<file path="src/rtl/pcxrle_pkg.sv">
package pcxrle_pkg;

  localparam int ByteW   = 8;
  localparam int CntW    = 6;
  localparam int ColW    = 18;
  localparam int RowW    = 16;
  localparam int WidthW  = 16;
  localparam int HeightW = 16;
  localparam int CfgIdxW = 2;

  localparam logic [CfgIdxW-1:0] CFG_IMAGE_WIDTH  = 2'd0;
  localparam logic [CfgIdxW-1:0] CFG_IMAGE_HEIGHT = 2'd1;
  localparam logic [CfgIdxW-1:0] CFG_LINE_BYTES   = 2'd2;

  localparam logic [ByteW-1:0] RUN_MARK   = 8'hc0;
  localparam logic [ByteW-1:0] COUNT_MASK = 8'h3f;

  typedef struct packed {
    logic load;
    logic emit;
  } pcxrle_cmd_t;

  typedef struct packed {
    logic start;
    logic emit_last;
    logic img_end;
  } pcxrle_status_t;

endpackage

</file>
<file path="src/rtl/pcxrle_dp.sv">
module pcxrle_dp import pcxrle_pkg::*; (
  input  logic                clk,
  input  logic                rst,
  input  logic                cfg_write,
  input  logic [CfgIdxW-1:0]  cfg_index,
  input  logic [ColW-1:0]     cfg_data,
  input  logic [ByteW-1:0]    byte_in,
  input  pcxrle_cmd_t         cmd,
  output pcxrle_status_t      status,
  output logic [ByteW-1:0]    pixel_value,
  output logic [ColW-1:0]     column,
  output logic [RowW-1:0]     row,
  output logic                is_pixel,
  output logic                last_of_run,
  output logic                image_done
);

  logic [WidthW-1:0]  image_width;
  logic [HeightW-1:0] image_height;
  logic [ColW-1:0]    line_bytes;
  logic               await_run_value;
  logic [CntW-1:0]    pending_count;
  logic [CntW-1:0]    remaining;
  logic [ByteW-1:0]   run_value;
  logic [ColW-1:0]    column_pos;
  logic [RowW-1:0]    row_pos;

  logic               is_header;
  logic [ColW:0]      col_inc;
  logic [RowW:0]      row_inc;
  logic               line_end;
  logic               img_end;

  assign is_header = (byte_in & RUN_MARK) == RUN_MARK;
  assign col_inc   = {1'b0, column_pos} + {{ColW{1'b0}}, 1'b1};
  assign row_inc   = {1'b0, row_pos} + {{RowW{1'b0}}, 1'b1};
  assign line_end  = col_inc >= {1'b0, line_bytes};
  assign img_end   = line_end && (row_inc >= {1'b0, image_height});

  assign status.start     = await_run_value ? (pending_count != '0) : !is_header;
  assign status.emit_last = (remaining == {{(CntW-1){1'b0}}, 1'b1}) || img_end;
  assign status.img_end   = img_end;

  always_ff @(posedge clk) begin
    if (rst) begin
      image_width     <= {{(WidthW-1){1'b0}}, 1'b1};
      image_height    <= {{(HeightW-1){1'b0}}, 1'b1};
      line_bytes      <= {{(ColW-1){1'b0}}, 1'b1};
      await_run_value <= 1'b0;
      pending_count   <= '0;
      remaining       <= '0;
      column_pos      <= '0;
      row_pos         <= '0;
    end else begin
      if (cfg_write) begin
        case (cfg_index)
          CFG_IMAGE_WIDTH:  image_width  <= cfg_data[WidthW-1:0];
          CFG_IMAGE_HEIGHT: image_height <= cfg_data[HeightW-1:0];
          CFG_LINE_BYTES:   line_bytes   <= cfg_data;
          default: ;
        endcase
      end
      if (cmd.load) begin
        if (await_run_value) begin
          await_run_value <= 1'b0;
          remaining       <= pending_count;
          pending_count   <= '0;
        end else if (is_header) begin
          await_run_value <= 1'b1;
          pending_count   <= CntW'(byte_in & COUNT_MASK);
        end else begin
          remaining <= {{(CntW-1){1'b0}}, 1'b1};
        end
      end
      if (cmd.emit) begin
        remaining <= remaining - {{(CntW-1){1'b0}}, 1'b1};
        if (line_end) begin
          column_pos <= '0;
          row_pos    <= row_inc[RowW-1:0];
        end else begin
          column_pos <= col_inc[ColW-1:0];
        end
      end
    end
  end

  always_ff @(posedge clk) begin
    if (cmd.load) begin
      run_value <= byte_in;
    end
    if (cmd.emit) begin
      pixel_value <= run_value;
      column      <= column_pos;
      row         <= row_pos;
      is_pixel    <= {{(ColW-WidthW){1'b0}}, image_width} > column_pos;
      last_of_run <= status.emit_last;
      image_done  <= img_end;
    end
  end

endmodule

</file>
<file path="src/rtl/pcxrle_ctrl.sv">
module pcxrle_ctrl import pcxrle_pkg::*; (
  input  logic           clk,
  input  logic           rst,
  input  logic           in_valid,
  output logic           in_ready,
  output logic           out_valid,
  input  logic           out_ready,
  input  pcxrle_status_t status,
  output pcxrle_cmd_t    cmd
);

  localparam logic [1:0] S_IDLE = 2'd0;
  localparam logic [1:0] S_EMIT = 2'd1;
  localparam logic [1:0] S_DONE = 2'd2;

  logic [1:0] state;
  logic [1:0] state_next;
  logic       out_valid_next;

  assign in_ready       = (state == S_IDLE) || (state == S_DONE);
  assign cmd.load       = in_valid && (state == S_IDLE);
  assign cmd.emit       = (state == S_EMIT) && (!out_valid || out_ready);
  assign out_valid_next = cmd.emit || (out_valid && !out_ready);

  always_comb begin
    state_next = state;
    case (state)
      S_IDLE: begin
        if (cmd.load && status.start) begin
          state_next = S_EMIT;
        end
      end
      S_EMIT: begin
        if (cmd.emit && status.emit_last) begin
          state_next = status.img_end ? S_DONE : S_IDLE;
        end
      end
      S_DONE: state_next = S_DONE;
      default: state_next = S_IDLE;
    endcase
  end

  always_ff @(posedge clk) begin
    if (rst) begin
      state     <= S_IDLE;
      out_valid <= 1'b0;
    end else begin
      state     <= state_next;
      out_valid <= out_valid_next;
    end
  end

  a_emit_only_in_emit: assert property (@(posedge clk) disable iff (rst)
    cmd.emit |-> state == S_EMIT)
    else $error("emit issued outside the emit state");

  a_no_emit_on_stall: assert property (@(posedge clk) disable iff (rst)
    (out_valid && !out_ready) |-> !cmd.emit)
    else $error("output register overwritten while stalled");

  a_done_sticks: assert property (@(posedge clk) disable iff (rst)
    state == S_DONE |=> state == S_DONE && !cmd.load)
    else $error("decoder left the finished state");

  a_done_after_end: assert property (@(posedge clk) disable iff (rst)
    (state != S_DONE) ##1 (state == S_DONE) |-> $past(cmd.emit && status.img_end))
    else $error("finished state entered without the image end");

endmodule

</file>
<file path="src/rtl/pcx_rle_scanline_decoder_core.sv">
// PCX run-length decoder for eight bit image data, with line and row tracking.
// Encoded bytes enter one at a time on in_valid/in_ready as byte_in. A byte
// with both top bits set is a run header, and the following byte is repeated
// as many times as its low six bits give; any other byte is a literal.
// Each decoded byte leaves on out_valid/out_ready with its column, row, a
// pixel flag (column below image_width) and flags for the last byte of the
// item and for the byte that completes the image.
// Configuration is written on cfg_valid/cfg_ready (always ready): index 0
// image_width, 1 image_height, 2 line_bytes. The user must write it only while
// idle; the block itself does not enforce this. A literal is accepted while idle
// and its byte is placed in the output register from the emit state. A run header
// is accepted alone; its value byte then yields one decoded byte per cycle unless
// the receiver stalls, through the single emit port of the output register.
// Reset clears the decoding state and sets all three registers to one.
// When the receiver stalls, the output register holds and decoding pauses.
// After the image is complete, items are accepted and dropped until reset.
module pcx_rle_scanline_decoder_core import pcxrle_pkg::*; (
  input  logic               clk,
  input  logic               rst,
  input  logic               cfg_valid,
  output logic               cfg_ready,
  input  logic [CfgIdxW-1:0] cfg_index,
  input  logic [ColW-1:0]    cfg_data,
  input  logic               in_valid,
  output logic               in_ready,
  input  logic [ByteW-1:0]   byte_in,
  output logic               out_valid,
  input  logic               out_ready,
  output logic [ByteW-1:0]   pixel_value,
  output logic [ColW-1:0]    column,
  output logic [RowW-1:0]    row,
  output logic               is_pixel,
  output logic               last_of_run,
  output logic               image_done
);

  pcxrle_cmd_t    cmd;
  pcxrle_status_t status;

  assign cfg_ready = 1'b1;

  pcxrle_ctrl u_ctrl (
    .clk       (clk),
    .rst       (rst),
    .in_valid  (in_valid),
    .in_ready  (in_ready),
    .out_valid (out_valid),
    .out_ready (out_ready),
    .status    (status),
    .cmd       (cmd)
  );

  pcxrle_dp u_dp (
    .clk         (clk),
    .rst         (rst),
    .cfg_write   (cfg_valid && cfg_ready),
    .cfg_index   (cfg_index),
    .cfg_data    (cfg_data),
    .byte_in     (byte_in),
    .cmd         (cmd),
    .status      (status),
    .pixel_value (pixel_value),
    .column      (column),
    .row         (row),
    .is_pixel    (is_pixel),
    .last_of_run (last_of_run),
    .image_done  (image_done)
  );

endmodule
</file>
<file path="config.mk">
export PLATFORM = sky130hd
export DESIGN_NAME = pcx_rle_scanline_decoder_core
export DESIGN_NICKNAME = d
export VERILOG_FILES = /design/src/rtl/pcxrle_pkg.sv /design/src/rtl/pcxrle_dp.sv /design/src/rtl/pcxrle_ctrl.sv /design/src/rtl/pcx_rle_scanline_decoder_core.sv
export SDC_FILE = /design/constraint.sdc
export NUM_CORES = 1
export LEC_CHECK = 0
export BUFFER_PORTS_ARGS = -buffer_cell sky130_fd_sc_hd__buf_2
export CAP_MARGIN = 5
export CORE_MARGIN = 4
export CORE_UTILIZATION = 59
export DETAILED_ROUTE_END_ITERATION = 10
export PLACE_DENSITY = 0.8
export SLEW_MARGIN = 15
export SYNTH_ARGS = -nofsm -noshare
export SYNTH_HDL_FRONTEND = slang
export SYNTH_SLANG_ARGS = --single-unit
export TNS_END_PERCENT = 20
</file>
<file path="constraint.sdc">
create_clock -name clk -period 4.5 [get_ports clk]
set_input_delay 0.45 -clock clk [delete_from_list [all_inputs] [get_ports clk]]
set_output_delay 0.45 -clock clk [all_outputs]
set_load 0.01 [all_outputs]
</file>
==> impl_metrics.tcl <==
set metrics [dict create \
    drive_gt1_share_pct 14.5 \
    internal_power_w 0.00260 \
    power-per-cell-area_nw_per_um2 420 \
    cts_htree_levels 4 \
    cts_root_buf "clkbuf_16" \
    fin_cells 1043 \
    worst_setup_hold_path_clk_slew_ns 0.06 \
    dpl.cell_count 1011 \
    clock_skew_ns 0.00793 \
    diodes 0 \
    power.share.sequential_pct 45.3 \
    placeableCoreArea_um2 12100 \
    synthesis.nets 880 \
    hp-class "input pin to register" \
    yosysSeqAreaShare_pct 48.9 \
    maximum_number_of_pins_on_one_net_before_global_route_repair 53 \
    layout-area-overhead-vs-synth_pct 14.9 \
    cts_setup_buffers 0 \
    io_buffer_count 79 \
    drt_pre_antenna_iters 5 \
    cts.hold.buffers_added 0 \
    synthesized_area_fraction_occupied_by_ao_oa_aoi_and_oai_cells_pct 12.3 \
    dominant_combinational_cell_family_by_area_after_synthesis "simple AND/OR/NAND/NOR gates" \
    io_pins 81 \
    worst-endpoint-required_ns 4.85 \
    floorplan.rows 40 \
    wl_um 16600 \
    worst-endpoint-arrival_ns 4.15 \
    max_freq_mhz 263 \
    vias_per_cell 5.61 \
    grt.overflow.total 0 \
    synth_cell_types 56 \
    power.net_switching_w 0.000941 \
    synth_xor_area_share_pct 5.01 \
    power.clock.fraction_pct 40.6 \
    grt_first_pass_wirelength_um 27600 \
    post_synth_simple_gate_area_pct 19.3 \
    run_status "completed" \
    hold_viol 0 \
    die-height_um 120 \
    postSynthCellCount 793 \
    flip_flop_and_latch_count_after_synthesis 153 \
    drt_iter0_drc 435 \
    mostFrequentLayoutCells "nand2_1 (135), dfxtp_1 (100), a21oi_1 (84)" \
    worst_pin_slew_ns 0.918 \
    synthesis.yosys.warnings 0 \
    initial_utilization_pct 60.6 \
    wire_per_inst_um 15.9 \
    summed_instance_area_of_the_synthesized_netlist_um2 7340 \
    totalNegativeSetupSlack_ns 0 \
    synthArstFlopShare_pct 0 \
    timing.final.crit_share_pct 84.5 \
    chipWidth_um 120 \
    worstSkewPairLatency_ns 0.43 \
    timing.slew.headroom_pct 38.8 \
    nNetsFinal 949 \
    worstPathMaxFanout 15 \
    power.static_leakage_nw 3.26 \
    grt_pass1_vias 5712 \
    gr_util_all_layers_pct 24.4 \
    tritoncts "done" \
    die-area_um2 14300 \
    critical_path_start_end_classification "register to register" \
    peakVddDrop_mv 0.218 \
    synth_fa_ha_area_share_pct 9.20 \
    fillCellCount 960 \
    detailed_place_hpwl_um 12100 \
    synth-edff-count 53 \
    clkSinkCount 153 \
    post_cts_resized 0 \
    synth_mux_area_share_pct 0 \
    sw_frac_of_total_pct 26.6 \
    clock_tree.buffer_depth 2 \
    grt_antenna_before_repair 0 \
    cts-buffers-inserted 17 \
    rsz0062_at_grt "no" \
    route.antenna.remaining_nets 0 \
    most_common_library_cell_in_the_layout_ignoring_fill_and_taps "nand2_1" \
    timing.final.crit_period_ns 3.80 \
    worst_setup_path_end_kind "register" \
    route.detailed.drc 0 \
    synth_top_flop_cell "dfxtp_1" \
    cap_violations 0 \
    startpoint_kind_of_the_worst_setup_timing_path "register" \
    synthesis.area_per_instance_um2 9.26 \
    routabilityCongestion 0.889 \
    timing_max_transition_violations_final 0 \
    setup_violations 0 \
    routed-via-count 5854 \
    combPwrFrac_pct 14.1 \
]
power by group through the flow:
stage	Clock, W	Combinational, W	Sequential, W
4_1_cts	0.00146	0.000498	0.00160
2_1_floorplan	0	0.000288	0.00166
3_5_place_dp	0	0.000493	0.00163
5_1_grt	0.00152	0.000554	0.00161
3_3_place_gp	0	0.000474	0.00163
6_report	0.00144	0.000498	0.00160
registers in the layout, indices dropped and copies added (netlist names), 2 cells and up:
register / count
u_ctrl.state: 2
u_dp.column: 18
u_dp.column_pos: 18
u_dp.image_height: 16
u_dp.image_width: 16
u_dp.line_bytes: 18
u_dp.pending_count: 6
u_dp.pixel_value: 8
u_dp.remaining: 6
u_dp.row: 16
u_dp.row_pos: 16
u_dp.run_value: 8
per-layer routing:
layer	track usage [%]	wire, µm	part of all wire [%]
met1	32.2	7360	44
met2	38.7	7720	46
met3	5.61	1180	7.1
met4	10.1	359	2.2
met5	0	0	0
path summary, 6_finish.rpt:
| kind | from | endpoint | slack (ns) | cells after the start |
|---|---|---|---|---|
| setup / recovery | u_dp.column_pos[0] | u_dp.column_pos[4] | 0.70 | 14 |
| setup reg to reg | u_dp.column_pos[0] | u_dp.column_pos[4] | 0.70 | 14 |
| hold / removal | byte_in[2] | u_dp.run_value[2] | 0.21 | 1 |
| hold reg to reg | u_dp.run_value[0] | u_dp.pixel_value[0] | 0.42 | 0 |
worst max-delay path, cell delays in order (launching register included):
cell and delay (ns):
dfxtp_1 0.47, and3_1 0.22, nand3_2 0.12, or3_1 0.42, nor3_1 0.21, xnor2_1 0.21, ha_1 0.29, and2_1 0.15
a221o_1 0.30, nand2_1 0.09, nand4_2 0.09, buf_4 0.20, or2_1 0.34, or4_1 0.44, a31oi_1 0.17
cell usage after synthesis (all sizes together) (2+ instances only):
cell type | n | area, µm²
nand2 | 135 | 507
dfxtp | 100 | 2000
a21oi | 84 | 420
inv | 58 | 218
ha | 54 | 676
edfxtp | 53 | 1590
nor2 | 41 | 164
nand3 | 36 | 190
clkbuf | 30 | 113
xnor2 | 22 | 193
o21ai | 21 | 109
xor2 | 20 | 175
nand4 | 15 | 100
nor3 | 13 | 65.1
a31oi | 11 | 68.8
or4 | 11 | 82.6
a21o | 8 | 60.1
a22oi | 7 | 52.6
o211ai | 7 | 52.6
and3 | 6 | 37.5
buf | 6 | 50.0
or3 | 6 | 37.5
nand2b | 5 | 31.3
nand3b | 5 | 37.5
a211oi | 4 | 30.0
nor2b | 4 | 25.0
and2 | 3 | 18.8
and4 | 3 | 26.3
nor4 | 3 | 18.8
and3b | 2 | 17.5
nor3b | 2 | 15.0
o21a | 2 | 15.0
o31ai | 2 | 15.0
or2 | 2 | 12.5
through the flow:
step                      setup WS, ns  total power [W]  util (%)  instance area, µm²  hold slack, ns
after CTS                        0.715          0.00356      69.7                8440           0.199
after detailed placement         0.727          0.00213      64.7                7840           0.405
after global routing             0.441          0.00369      69.7                8440           0.195
after floorplan                   1.19          0.00195         -                7340           0.400
final                            0.699          0.00354      69.7                8440           0.212
after global placement           0.880          0.00210      64.7                7840           0.403
area by class of cell:
class / instances / area [µm²] / share of cell area [%]
flip-flops and latches: 153 / 3590 / 42.6
well taps: 168 / 210 / 2.49
multi-input cells: 546 / 3370 / 39.9
inverters: 58 / 218 / 2.58
repair buffers: 86 / 448 / 5.31
clock inverters: 14 / 173 / 2.05
clock buffers: 18 / 429 / 5.08
logic make-up after synthesis:
logic type / count (synthesis)
compound gates: 155
buf+inv: 94
flops: 153
other cells: 1
fa+ha+maj: 54
simple gates: 294
xor+xnor: 42
No activity file was read; power rests on OpenSTA's default activity.
